<file path="src/sv/brp_pkg.sv">
// ----------------------------------------------------------------------------
// brp_pkg
// Shared types and constants for the base relocation parser: status codes,
// register indexes, fixup kinds and the record passed from parser to formatter.
// ----------------------------------------------------------------------------
package brp_pkg;

	// Status codes reported with every result
	typedef enum logic [2:0] {
		ST_BUSY   = 3'd0,
		ST_DONE   = 3'd1,
		ST_NODIR  = 3'd2,
		ST_DIROVF = 3'd3,
		ST_BLKOVF = 3'd4,
		ST_PAGE   = 3'd5,
		ST_TYPE   = 3'd6
	} status_t;

	// Configuration register indexes
	localparam logic [2:0] REG_IMAGE_SIZE = 3'd0;
	localparam logic [2:0] REG_LOAD_ADJ   = 3'd1;
	localparam logic [2:0] REG_DIR_OFFSET = 3'd2;
	localparam logic [2:0] REG_DIR_SIZE   = 3'd3;
	localparam logic [2:0] REG_DIR_COUNT  = 3'd4;

	// Request action codes
	localparam logic ACT_BEGIN    = 1'b0;
	localparam logic ACT_HALFWORD = 1'b1;

	// Header phase: 0..3 are header halfwords, then entries
	localparam logic [2:0] PHASE_PAGE_LO  = 3'd0;
	localparam logic [2:0] PHASE_PAGE_HI  = 3'd1;
	localparam logic [2:0] PHASE_SIZE_LO  = 3'd2;
	localparam logic [2:0] PHASE_SIZE_HI  = 3'd3;
	localparam logic [2:0] PHASE_ENTRIES  = 3'd4;

	// Entry type codes
	localparam logic [3:0] TYPE_PAD     = 4'd0;
	localparam logic [3:0] TYPE_HIGH    = 4'd1;
	localparam logic [3:0] TYPE_LOW     = 4'd2;
	localparam logic [3:0] TYPE_HIGHLOW = 4'd3;
	localparam logic [3:0] TYPE_DIR64   = 4'd10;

	// Largest rejected directory count and minimum block size
	localparam logic [4:0]  MIN_DIR_COUNT  = 5'd5;
	localparam logic [31:0] MIN_BLOCK_SIZE = 32'd8;
	localparam logic [31:0] HEADER_BACKUP  = 32'd6;

	// Access widths
	localparam logic [1:0] WIDTH_16 = 2'd0;
	localparam logic [1:0] WIDTH_32 = 2'd1;
	localparam logic [1:0] WIDTH_64 = 2'd2;

	typedef enum logic [1:0] {
		KIND_HIGH    = 2'd0,
		KIND_LOW     = 2'd1,
		KIND_HIGHLOW = 2'd2,
		KIND_DIR64   = 2'd3
	} fix_kind_t;

	// Register file contents
	typedef struct packed {
		logic [31:0] image_size;
		logic [63:0] load_adjust;
		logic [31:0] dir_offset;
		logic [31:0] dir_size;
		logic [4:0]  dir_count;
	} cfg_t;

	// Classified request handed from parser to formatter
	typedef struct packed {
		logic        fix;
		fix_kind_t   kind;
		logic [32:0] offset;
		status_t     status;
	} entry_t;

	// True when less than one halfword remains before the directory end
	function automatic logic dir_done(input logic [31:0] pos, input logic [32:0] dir_end);
		return ({1'b0, pos} + 33'd1) >= dir_end;
	endfunction

endpackage

</file>
<file path="src/sv/base_relocation_parser.sv">
// ----------------------------------------------------------------------------
// base_relocation_parser
// Walks a base relocation directory streamed as halfwords and emits one
// fixup descriptor with the running status for every request.
// ----------------------------------------------------------------------------
//  channel  handshake              payload
//  in       in_valid / in_stall    action, halfword
//  out      out_valid / out_stall  fixup_valid, fixup_offset, fixup_width,
//                                  addend, status
//  cfg      cfg_we                 cfg_index, cfg_data
//
// One request per cycle while in_stall is low; a result is written into the
// queue when its request is accepted and moves to the output register once
// the output register is empty or being taken.
// The parser state advances once per accepted request; a queue of
// QUEUE_DEPTH records sits between parser and output register.
// in_stall rises only when the queue is full; out_stall holds the output.
// Reset clears the registers, parse state and control to zero with status
// busy; queue and output data hold until written.
// ----------------------------------------------------------------------------
module base_relocation_parser #(
	parameter int QUEUE_DEPTH = 4
) (
	input  logic        clk,
	input  logic        arst_n,
	input  logic        cfg_we,
	input  logic [2:0]  cfg_index,
	input  logic [63:0] cfg_data,
	input  logic        in_valid,
	output logic        in_stall,
	input  logic        action,
	input  logic [15:0] halfword,
	output logic        out_valid,
	input  logic        out_stall,
	output logic        fixup_valid,
	output logic [32:0] fixup_offset,
	output logic [1:0]  fixup_width,
	output logic [63:0] addend,
	output logic [2:0]  status
);
	import brp_pkg::*;

	cfg_t   cfg_q;
	logic   push;
	logic   pop;
	logic   q_full;
	logic   q_empty;
	entry_t push_data;
	entry_t pop_data;

	// Register writes
	always_ff @(posedge clk or negedge arst_n) begin
		if (!arst_n) begin
			cfg_q <= '0;
		end else if (cfg_we) begin
			unique case (cfg_index)
				REG_IMAGE_SIZE: cfg_q.image_size  <= cfg_data[31:0];
				REG_LOAD_ADJ:   cfg_q.load_adjust <= cfg_data;
				REG_DIR_OFFSET: cfg_q.dir_offset  <= cfg_data[31:0];
				REG_DIR_SIZE:   cfg_q.dir_size    <= cfg_data[31:0];
				REG_DIR_COUNT:  cfg_q.dir_count   <= cfg_data[4:0];
				default:        cfg_q <= cfg_q;
			endcase
		end
	end

	assign in_stall = q_full;

	brp_front u_front (
		.clk       (clk),
		.arst_n    (arst_n),
		.cfg       (cfg_q),
		.in_valid  (in_valid),
		.q_full    (q_full),
		.action    (action),
		.halfword  (halfword),
		.push      (push),
		.push_data (push_data)
	);

	brp_queue #(
		.DEPTH (QUEUE_DEPTH)
	) u_queue (
		.clk       (clk),
		.arst_n    (arst_n),
		.push      (push),
		.push_data (push_data),
		.pop       (pop),
		.pop_data  (pop_data),
		.full      (q_full),
		.empty     (q_empty)
	);

	brp_back u_back (
		.clk          (clk),
		.arst_n       (arst_n),
		.load_adjust  (cfg_q.load_adjust),
		.q_empty      (q_empty),
		.q_data       (pop_data),
		.pop          (pop),
		.out_stall    (out_stall),
		.out_valid    (out_valid),
		.fixup_valid  (fixup_valid),
		.fixup_offset (fixup_offset),
		.fixup_width  (fixup_width),
		.addend       (addend),
		.status       (status)
	);

endmodule

</file>
<file path="src/sv/brp_front.sv">
// ----------------------------------------------------------------------------
// brp_front
// Parser stage: accepts requests, tracks header phase and block bounds,
// classifies each entry and pushes one record per request into the queue.
// ----------------------------------------------------------------------------
module brp_front (
	input  logic           clk,
	input  logic           arst_n,
	input  brp_pkg::cfg_t  cfg,
	input  logic           in_valid,
	input  logic           q_full,
	input  logic           action,
	input  logic [15:0]    halfword,
	output logic           push,
	output brp_pkg::entry_t push_data
);
	import brp_pkg::*;

	logic [2:0]  phase_q;
	logic [31:0] page_q;
	logic [31:0] bsize_q;
	logic [31:0] pos_q;
	logic [31:0] bend_q;
	status_t     status_q;

	logic [2:0]  phase_d;
	logic [31:0] page_d;
	logic [31:0] bsize_d;
	logic [31:0] pos_d;
	logic [31:0] bend_d;
	status_t     status_d;

	logic [32:0] dir_end;
	logic [31:0] pos_inc;
	logic [31:0] bsize_full;
	logic [31:0] bstart;
	logic [32:0] blk_end;
	logic [3:0]  etype;
	logic        fix;
	fix_kind_t   kind;
	logic [32:0] fix_off;

	assign push = in_valid & ~q_full;

	// Shared address arithmetic
	always_comb begin
		dir_end    = {1'b0, cfg.dir_offset} + {1'b0, cfg.dir_size};
		pos_inc    = pos_q + 32'd2;
		bsize_full = {halfword, bsize_q[15:0]};
		bstart     = pos_q - HEADER_BACKUP;
		blk_end    = {1'b0, bstart} + {1'b0, bsize_full};
		etype      = halfword[15:12];
		fix_off    = {1'b0, page_q} + {21'd0, halfword[11:0]};
	end

	// Next parse state and classification
	always_comb begin
		phase_d  = phase_q;
		page_d   = page_q;
		bsize_d  = bsize_q;
		pos_d    = pos_q;
		bend_d   = bend_q;
		status_d = status_q;
		fix      = 1'b0;
		kind     = KIND_HIGH;
		if (action == ACT_BEGIN) begin
			phase_d = PHASE_PAGE_LO;
			page_d  = '0;
			bsize_d = '0;
			bend_d  = '0;
			pos_d   = cfg.dir_offset;
			if (cfg.dir_count <= MIN_DIR_COUNT) begin
				status_d = ST_NODIR;
			end else if (cfg.dir_offset >= cfg.image_size ||
					(cfg.dir_size != '0 && dir_end > {1'b0, cfg.image_size})) begin
				status_d = ST_DIROVF;
			end else if (dir_done(cfg.dir_offset, dir_end)) begin
				status_d = ST_DONE;
			end else begin
				status_d = ST_BUSY;
			end
		end else if (status_q == ST_BUSY) begin
			pos_d = pos_inc;
			unique case (phase_q)
				PHASE_PAGE_LO: begin
					page_d  = {16'd0, halfword};
					phase_d = PHASE_PAGE_HI;
				end
				PHASE_PAGE_HI: begin
					page_d  = {halfword, page_q[15:0]};
					phase_d = PHASE_SIZE_LO;
				end
				PHASE_SIZE_LO: begin
					bsize_d = {16'd0, halfword};
					phase_d = PHASE_SIZE_HI;
				end
				PHASE_SIZE_HI: begin
					bsize_d = bsize_full;
					if (bsize_full < MIN_BLOCK_SIZE || bsize_full[0] ||
							blk_end > {1'b0, cfg.image_size}) begin
						status_d = ST_BLKOVF;
					end else if (page_q >= cfg.image_size) begin
						status_d = ST_PAGE;
					end else begin
						bend_d  = blk_end[31:0];
						phase_d = PHASE_ENTRIES;
						// Empty block: straight back to the next header
						if ({1'b0, pos_inc} >= blk_end) begin
							phase_d = PHASE_PAGE_LO;
							if (dir_done(pos_inc, dir_end)) status_d = ST_DONE;
						end
					end
				end
				default: begin
					unique case (etype)
						TYPE_PAD:     fix = 1'b0;
						TYPE_HIGH:    begin fix = 1'b1; kind = KIND_HIGH;    end
						TYPE_LOW:     begin fix = 1'b1; kind = KIND_LOW;     end
						TYPE_HIGHLOW: begin fix = 1'b1; kind = KIND_HIGHLOW; end
						TYPE_DIR64:   begin fix = 1'b1; kind = KIND_DIR64;   end
						default:      status_d = ST_TYPE;
					endcase
					if (status_d == ST_BUSY && pos_inc >= bend_q) begin
						phase_d = PHASE_PAGE_LO;
						if (dir_done(pos_inc, dir_end)) status_d = ST_DONE;
					end
				end
			endcase
		end
	end

	// Record for the formatter
	always_comb begin
		push_data.fix    = fix;
		push_data.kind   = kind;
		push_data.offset = fix_off;
		push_data.status = status_d;
	end

	// Advance parse state on each accepted request
	always_ff @(posedge clk or negedge arst_n) begin
		if (!arst_n) begin
			phase_q  <= PHASE_PAGE_LO;
			page_q   <= '0;
			bsize_q  <= '0;
			pos_q    <= '0;
			bend_q   <= '0;
			status_q <= ST_BUSY;
		end else if (push) begin
			phase_q  <= phase_d;
			page_q   <= page_d;
			bsize_q  <= bsize_d;
			pos_q    <= pos_d;
			bend_q   <= bend_d;
			status_q <= status_d;
		end
	end

endmodule

</file>
<file path="src/sv/brp_queue.sv">
// ----------------------------------------------------------------------------
// brp_queue
// Small FIFO of classified records between parser and formatter.
// ----------------------------------------------------------------------------
module brp_queue #(
	parameter int DEPTH = 4
) (
	input  logic            clk,
	input  logic            arst_n,
	input  logic            push,
	input  brp_pkg::entry_t push_data,
	input  logic            pop,
	output brp_pkg::entry_t pop_data,
	output logic            full,
	output logic            empty
);
	import brp_pkg::*;

	localparam int AW = (DEPTH > 1) ? $clog2(DEPTH) : 1;
	localparam int CW = $clog2(DEPTH + 1);
	localparam logic [AW-1:0] LAST = AW'(DEPTH - 1);

	entry_t        mem [DEPTH];
	logic [AW-1:0] wr_ptr_q;
	logic [AW-1:0] rd_ptr_q;
	logic [CW-1:0] count_q;

	assign full     = (count_q == CW'(DEPTH));
	assign empty    = (count_q == '0);
	assign pop_data = mem[rd_ptr_q];

	// Store incoming record
	always_ff @(posedge clk) begin
		if (push) begin
			mem[wr_ptr_q] <= push_data;
		end
	end

	// Advance pointers and occupancy
	always_ff @(posedge clk or negedge arst_n) begin
		if (!arst_n) begin
			wr_ptr_q <= '0;
			rd_ptr_q <= '0;
			count_q  <= '0;
		end else begin
			if (push) begin
				wr_ptr_q <= (wr_ptr_q == LAST) ? '0 : wr_ptr_q + AW'(1);
			end
			if (pop) begin
				rd_ptr_q <= (rd_ptr_q == LAST) ? '0 : rd_ptr_q + AW'(1);
			end
			if (push && !pop) begin
				count_q <= count_q + CW'(1);
			end else if (pop && !push) begin
				count_q <= count_q - CW'(1);
			end
		end
	end

endmodule

</file>
<file path="src/sv/brp_back.sv">
// ----------------------------------------------------------------------------
// brp_back
// Formatter stage: pops records, builds the width and addend from the load
// adjustment and holds the result in the output register.
// ----------------------------------------------------------------------------
module brp_back (
	input  logic            clk,
	input  logic            arst_n,
	input  logic [63:0]     load_adjust,
	input  logic            q_empty,
	input  brp_pkg::entry_t q_data,
	output logic            pop,
	input  logic            out_stall,
	output logic            out_valid,
	output logic            fixup_valid,
	output logic [32:0]     fixup_offset,
	output logic [1:0]      fixup_width,
	output logic [63:0]     addend,
	output logic [2:0]      status
);
	import brp_pkg::*;

	logic        valid_q;
	logic        fix_q;
	logic [32:0] offset_q;
	logic [1:0]  width_q;
	logic [63:0] addend_q;
	status_t     status_q;

	logic [1:0]  width_d;
	logic [63:0] addend_d;

	// Refill the output register when empty or being taken
	assign pop = ~q_empty & (~valid_q | ~out_stall);

	// Select width and addend by fixup kind
	always_comb begin
		width_d  = '0;
		addend_d = '0;
		if (q_data.fix) begin
			unique case (q_data.kind)
				KIND_HIGH: begin
					width_d  = WIDTH_16;
					addend_d = {48'd0, load_adjust[31:16]};
				end
				KIND_LOW: begin
					width_d  = WIDTH_16;
					addend_d = {48'd0, load_adjust[15:0]};
				end
				KIND_HIGHLOW: begin
					width_d  = WIDTH_32;
					addend_d = {32'd0, load_adjust[31:0]};
				end
				KIND_DIR64: begin
					width_d  = WIDTH_64;
					addend_d = load_adjust;
				end
				default: begin
					width_d  = '0;
					addend_d = '0;
				end
			endcase
		end
	end

	// Hold the result until it is taken
	always_ff @(posedge clk or negedge arst_n) begin
		if (!arst_n) begin
			valid_q <= 1'b0;
		end else if (pop) begin
			valid_q <= 1'b1;
		end else if (!out_stall) begin
			valid_q <= 1'b0;
		end
	end

	always_ff @(posedge clk) begin
		if (pop) begin
			fix_q    <= q_data.fix;
			offset_q <= q_data.fix ? q_data.offset : '0;
			width_q  <= width_d;
			addend_q <= addend_d;
			status_q <= q_data.status;
		end
	end

	assign out_valid    = valid_q;
	assign fixup_valid  = fix_q;
	assign fixup_offset = offset_q;
	assign fixup_width  = width_q;
	assign addend       = addend_q;
	assign status       = status_q;

endmodule

</file>
<file path="config.mk">
export PLATFORM = sky130hd
export DESIGN_NAME = base_relocation_parser
export DESIGN_NICKNAME = d
export VERILOG_FILES = /design/src/sv/brp_pkg.sv /design/src/sv/base_relocation_parser.sv /design/src/sv/brp_front.sv /design/src/sv/brp_queue.sv /design/src/sv/brp_back.sv
export SDC_FILE = /design/constraint.sdc
export NUM_CORES = 1
export LEC_CHECK = 0
export BUFFER_PORTS_ARGS = -buffer_cell sky130_fd_sc_hd__buf_4
export CORE_MARGIN = 2
export CORE_UTILIZATION = 40
export CTS_CLUSTER_DIAMETER = 40
export CTS_CLUSTER_SIZE = 10
export DETAILED_ROUTE_END_ITERATION = 10
export MAX_ROUTING_LAYER = met4
export PLACE_DENSITY = 0.55
export REMOVE_ABC_BUFFERS = 1
export SYNTH_ARGS = -nofsm -noshare
export SYNTH_HDL_FRONTEND = slang
export SYNTH_SLANG_ARGS = --single-unit
</file>
<file path="constraint.sdc">
create_clock -name clk -period 8.35 [get_ports clk]
set_input_delay 0.4175 -clock clk [delete_from_list [all_inputs] [get_ports clk]]
set_output_delay 0.4175 -clock clk [all_outputs]
set_load 0.02 [all_outputs]
</file>
==> out/results.txt, run 1 <==
status - finished clean
Post-CTS Hold Buffers - 50
commonest non-fill, non-tap cell in the layout - ha_1
Root Buffer - clkbuf_16
worst min-delay path class - primary input to flop
number of flops mapped to enable cells by yosys - 259
Post-CTS Resized - 0
Post-CTS Setup Bufs - 0
Setup crit end - u_queue.mem[2][2]
setup TNS - 0 ns
Initial Utilization - 40.4%
R2R depth - 23
chip height - 295 um
pwr dens - 416 nW/um2
RSZ-0062 raised after global routing - false
H-Tree Level Count - 3
Cell Chain, Critical Path - or4_1, or3_1, nor3b_1, xor2_1, ha_1, nand3_1, nor2_1, a31oi_1, o211ai_1, a21bo_2, a21oi_1, mux2_2, or2_2, ha_1, nand3_1, or4_1, nor2_1, a2bb2oi_1, nand3_1, nand2_1, nand4_1, a22oi_1, o21ai_0
Core Box Area - 83800 um2
P_leak - 17.4 nW
Total Wirelength - 101000 um
Crit. End Element - flop
storage element area - 15000 um2
crit-path max FO - 11
Synth Instances - 3198
Hold Vio Cnt, Final - 0
vias in the first global route - 25918
f_max - 133 MHz
vias - 25852
initial detailed-routing violation count - 1851
largest net degree at the start of global routing - 106
fin worst setup slack - 0.837 ns
register area share after synthesis - 44.4%
Synth Register Bits - 549
Critical R2R Launch - u_front.pos_q[6]
slowest CP cell - nor3b_1
Worst setup SP type - flop
main flop type after synthesis - dfrtp_1
WP data arrival - 7.87 ns
area of the multi-input gates - 17700 um2
layout cells sized above 1 - 17.2%
Post-DRT Antenna Nets - 0
gr ovfl total - 0
io pins - 194
syn avg cell area - 10.6 um2
M1 WL - 45900 um
fill cell count - 7652
data required time at the worst endpoint - 8.71 ns
WL/cell - 21.7 um
r2r setup slk - 0.84 ns
number of CTS-inserted buffers - 99
Least-Margin Pin Slew - 1.15 ns
met2 wire length - 47000 um
FP Rows - 106
Critical Path Start - u_front.pos_q[6]
pre-CTS setup slack - 0.925 ns
Worst-Skew Late Latency - 0.67 ns
Worst path most repeated cell - nand3_1
Syn-to-layout area delta - 19.7%
placer congestion estimate - 0.942
Cell variety after synth - 82
First-pass DRT Iterations - 6
Layout Skew - 0.0497 ns
HPWL after DPL - 76700 um
worst r2r dst - u_queue.mem[2][2]
utilization after layout - 48.4%
fin crit period - 7.51 ns
IO Port Bufs - 193
Power, Total - 16.9 mW
worst slack on hold paths - 0.0350 ns
first-pass GRT wire length - 156000 um
commonest non-fill, non-tap cells in the layout - 344 x ha_1, 305 x nand2_1, 288 x dfrtp_1
synthesized area - 33900 um2
DR DRC count - 0
Pins Over Slew Limit - 0
Final Cycle Share - 90.0%
die area - 87100 um2
initial antenna violation count - 5
number of synthesis warnings - 0
kind of critical path - flop to flop
overall global routing resource usage - 24.1%
hold path start - cfg_data[27]
final net count - 3889
# clock sinks - 549
Worst VDD drop - 0.161 mV
top routing layer in use - met4
vias per cell - 5.53
Area after DPL - 36600 um2
final setup vio count - 0
Max Root-Sink Buffers - 3
Cells after DPL - 4435
Die W - 295 um
design area - 40600 um2
Max-slew headroom - 23.4%
Post-synth ARST share - 52.8%
MaxCap Viol Count - 0
Worst-path clk slew - 0.05 ns
non-filler cells, final - 4675
CTS tree - built
Worst path max stage delay - 0.67 ns
met3 WL post-DR - 4830 um
==> per-layer routing <==
| layer | vias up | GRT usage (%) |
|---|---|---|
| met5 | - | - |
| met4 | 0 | 8.51 |
| met3 | 197 | 3.26 |
| met2 | 672 | 38.0 |
| met1 | 12724 | 31.9 |
| li1 | 12259 | - |
==> sequential cells by signal (all words and copies together) (netlist names), 16 cells and up <==
register             cells
u_queue.mem            156
cfg_q                  164
u_front.page_q          32
u_front.bsize_q         16
u_front.bend_q          32
u_front.pos_q           32
u_back.addend           64
u_back.fixup_offset     33
==> critical path: cells and delay by family, from the launching register on <==
family | cells | cell delay [ns]
xor gates and xnor gates | 1 | 0.17
adders and majority gates | 2 | 0.68
DFF | 1 | 0.49
muxes | 1 | 0.40
AOI/OAI and AO/OA | 7 | 1.99
and+or+nand+nor | 12 | 3.52
==> area by class of cell <==
| class | count | area share, % |
|---|---|---|
| clock buffers | 137 | 6.94 |
| clock inverters | 51 | 1.65 |
| well taps | 1134 | 3.50 |
| diodes | 2 | 0.0123 |
| repair buffers | 275 | 5.42 |
| multi-input cells | 2344 | 43.7 |
| inverters | 183 | 1.70 |
| flip-flops and latches | 549 | 37.1 |
==> synthesized netlist by cell type, drive strengths merged, types with 32 or more instances <==
master | n | area [um2]
a21o | 53 | 398
a21oi | 175 | 883
a22o | 32 | 280
and2 | 36 | 225
and3 | 52 | 325
clkbuf | 97 | 364
dfrtp | 290 | 7260
edfxtp | 259 | 7780
ha | 344 | 4300
inv | 181 | 679
mux2 | 138 | 1550
mux2i | 40 | 400
mux4 | 38 | 856
nand2 | 306 | 1150
nand3 | 68 | 340
nand4 | 58 | 369
nor2 | 155 | 589
nor2b | 54 | 338
nor3 | 54 | 270
nor4 | 41 | 293
o21ai | 215 | 1080
xnor2 | 129 | 1130
xor2 | 78 | 683
==> power by group <==
| part | leakage (nW) | internal (mW) | switching (mW) |
|---|---|---|---|
| Clock | 1.68 | 2.67 | 1.48 |
| Combinational | 9.60 | 3.29 | 4.95 |
| Sequential | 6.11 | 3.83 | 0.672 |
==> cell families (layout without fill, tap and decap cells) <==
logic type | Yosys count | after routing | synth area share, %
flops | 549 | 549 | 44.4
buf+inv | 305 | 646 | 3.48
simple gates | 908 | 908 | 13.3
other cells | 0 | 2 | 0
xor+xnor | 207 | 207 | 5.35
mux | 216 | 216 | 8.29
compound gates | 665 | 665 | 12.3
fa+ha+maj | 348 | 348 | 12.9
==> worst min path at each step <==
stage | end | slack [ns] | cells after the start
finish | cfg_q[160] | 0.03 | 3
global route | cfg_q[96] | 0.02 | 2
CTS | cfg_q[97] | 0.005 | 2
detailed placement | cfg_q[104] | 0.49 | 1
global placement | cfg_q[119] | 0.48 | 1
floorplan | cfg_q[100] | 0.12 | 0
Note: power is estimated with default switching activity, not from simulation.
==> run 2: changes to the inputs <==
--- a/config.mk
+++ b/config.mk
@@ -7,12 +7,12 @@
 export LEC_CHECK = 0
 export BUFFER_PORTS_ARGS = -buffer_cell sky130_fd_sc_hd__buf_4
 export CORE_MARGIN = 2
-export CORE_UTILIZATION = 40
+export CORE_UTILIZATION = 50
 export CTS_CLUSTER_DIAMETER = 40
 export CTS_CLUSTER_SIZE = 10
 export DETAILED_ROUTE_END_ITERATION = 10
 export MAX_ROUTING_LAYER = met4
-export PLACE_DENSITY = 0.55
+export PLACE_DENSITY = 0.66
 export REMOVE_ABC_BUFFERS = 1
 export SYNTH_ARGS = -nofsm -noshare
 export SYNTH_HDL_FRONTEND = slang
==> run 2 against run 1 <==
Hold slack got worse by 0.0030 ns. Critical path type unchanged. Highest routed layer unchanged. Non-clock buffer count fell by 14. Global-route usage rose by 4.5 points. Register-to-register slack improved by 0.26 ns. Cell count fell by 6.2%. Routed wire length fell by 3.9%. Clock power fell by 7.5%. Via count rose by 0.60%. Die area fell by 20%. Largest power group unchanged. Utilization rose by 11 points.
==> out/results.txt, run 2 (synthesis results as in run 1) <==
status - finished clean
io pins - 194 (unchanged)
setup TNS - 0 ns (unchanged)
die area - 69900 um2 (-20%)
Worst setup SP type - flop
largest net degree at the start of global routing - 174 (+64%)
CTS tree - built
worst r2r dst - u_front.bend_q[23]
worst min-delay path class - primary input to flop
final setup vio count - 0 (unchanged)
commonest non-fill, non-tap cell in the layout - ha_1
layout cells sized above 1 - 16.9% (-0.23 points)
gr ovfl total - 0 (unchanged)
Cells after DPL - 4169 (-6.0%)
Max-slew headroom - 14.0% (-9.4 points)
Worst VDD drop - 0.235 mV (+46%)
P_leak - 17.2 nW (-1.2%)
slowest CP cell - nor3b_1
Cell Chain, Critical Path - or4_1, or3_1, nor3b_1, xor2_1, ha_1, nand3_1, or3_1, o211ai_1, a21bo_2, a21oi_1, buf_4, mux2_2, or2_2, ha_1, nand3_1, nor4_1, nand4_1, nand2_1, nand4_1, nor3_2, buf_4, a22o_1
f_max - 138 MHz (+3.6%)
vias in the first global route - 26009 (+0.35%)
largest delay contributor family on the critical path - simple AND/OR/NAND/NOR gates
non-filler cells, final - 4385 (-6.2%)
first-pass GRT wire length - 149000 um (-4.3%)
number of CTS-inserted buffers - 94 (-5.1%)
initial antenna violation count - 5 (unchanged)
hold path start - cfg_data[49]
pwr dens - 415 nW/um2 (-0.36%)
Die W - 264 um (-10%)
Post-CTS Setup Bufs - 0 (unchanged)
IO Port Bufs - 193 (unchanged)
final net count - 3870 (-0.49%)
Post-CTS Hold Buffers - 41 (-18%)
overall global routing resource usage - 28.6% (+4.5 points)
Hold Vio Cnt, Final - 0 (unchanged)
WL/cell - 22.2 um (+2.5%)
fin crit period - 7.26 ns (-0.258 ns)
Pins Over Slew Limit - 0 (unchanged)
vias - 26007 (+0.60%)
Max Root-Sink Buffers - 3 (unchanged)
Final Cycle Share - 86.9% (-3.1 points)
Initial Utilization - 50.5% (+10 points)
vias per cell - 5.93 (+7.3%)
MaxCap Viol Count - 0 (unchanged)
Worst Hold End - cfg_q[118]
Crit. End Element - flop
kind of critical path - flop to flop
chip height - 264 um (-10%)
design area - 39800 um2 (-1.8%)
WP data arrival - 7.81 ns (-0.06 ns)
Post-DRT Antenna Nets - 0 (unchanged)
Hold Crit Depth - 2 (-1)
data required time at the worst endpoint - 8.90 ns (+0.19 ns)
DR DRC count - 0 (unchanged)
Worst path max stage delay - 0.63 ns (-0.04 ns)
R2R depth - 22 (-4.3%)
Post-CTS Resized - 0 (unchanged)
crit-path max FO - 23 (+12)
HPWL after DPL - 72500 um (-5.5%)
Worst-path clk slew - 0.05 ns (about the same)
Area after DPL - 36200 um2 (-0.96%)
Worst-Skew Late Latency - 0.65 ns (-0.02 ns)
commonest non-fill, non-tap cells in the layout - 344 x ha_1, 305 x nand2_1, 289 x dfrtp_1
Layout Skew - 0.0457 ns (-0.00401 ns)
First-pass DRT Iterations - 5 (-1)
max FFs per register - 164 (unchanged)
RSZ-0062 raised after global routing - false
initial detailed-routing violation count - 2164 (+17%)
Syn-to-layout area delta - 17.5%
Largest Register - cfg_q
Least-Margin Pin Slew - 1.29 ns (+0.144 ns)
r2r setup slk - 1.09 ns (+0.26 ns)
H-Tree Level Count - 3 (unchanged)
Core Box Area - 67200 um2 (-20%)
CP bufs+invs - 2 (+2)
FP Rows - 95 (-10%)
placer congestion estimate - 0.985 (+4.5%)
Total Wirelength - 97500 um (-3.9%)
# clock sinks - 549 (unchanged)
Critical R2R Launch - u_front.pos_q[6]
Root Buffer - clkbuf_16
## run 2: per-stage QoR
step / setup WS, ns / utilization [%] / hold WS, ns / total power, mW
after floorplan: 1.24 / - / 0.122 / 9.97
after global placement: 1.28 / 53.9 / 0.480 / 12.3
after detailed placement: 1.11 / 53.9 / 0.488 / 12.6
after CTS: 1.05 / 59.3 / 0.000543 / 16.5
after global routing: 0.441 / 59.3 / 0.0295 / 17.7
final: 1.09 / 59.3 / 0.0320 / 16.5
## run 2: worst register-to-register path: stages (launching register included)
cell and delay, ns:
dfrtp_1 0.49, or4_1 0.58, or3_1 0.47, nor3b_1 0.63
xor2_1 0.16, ha_1 0.39, nand3_1 0.16, or3_1 0.39
o211ai_1 0.32, a21bo_2 0.24, a21oi_1 0.08, buf_4 0.19
mux2_2 0.26, or2_2 0.33, ha_1 0.30, nand3_1 0.15
nor4_1 0.35, nand4_1 0.17, nand2_1 0.12, nand4_1 0.25
nor3_2 0.59, buf_4 0.38, a22o_1 0.18
## run 2: cell type report
cell class,count,area (um2)
clock buffers,121,2550
flip-flops and latches,549,15000
well taps,873,1090
diodes,1,2.50
repair buffers,261,2080
clock inverters,53,638
multi-input cells,2344,17700
fillers,5510,27300
inverters,183,689
## run 2: worst max path at each step
stage	cells past startpoint	startpoint	to
after floorplan	21	u_front.pos_q[6]	u_front.bend_q[10]
after global placement	22	u_front.pos_q[6]	u_front.bend_q[5]
after detailed placement	22	u_front.pos_q[6]	u_front.bend_q[1]
after CTS	22	u_front.pos_q[6]	u_front.bend_q[23]
after global routing	23	u_front.pos_q[10]	u_front.bend_q[21]
final	22	u_front.pos_q[6]	u_front.bend_q[23]
## run 2: per-layer routing
metal | part of all wire, % | routed length (um) | global-route usage, %
met2 | 46 | 44900 | 44.1
met3 | 6.3 | 6100 | 5.12
met4 | 4.3 | 4200 | 12.5
met1 | 43 | 42200 | 37.1
met5 | 0 | 0 | -
## run 2: where the power goes
group,internal [mW],switching (mW)
Combinational,3.28,4.90
Clock,2.43,1.40
Sequential,3.83,0.679
Total,9.54,6.98
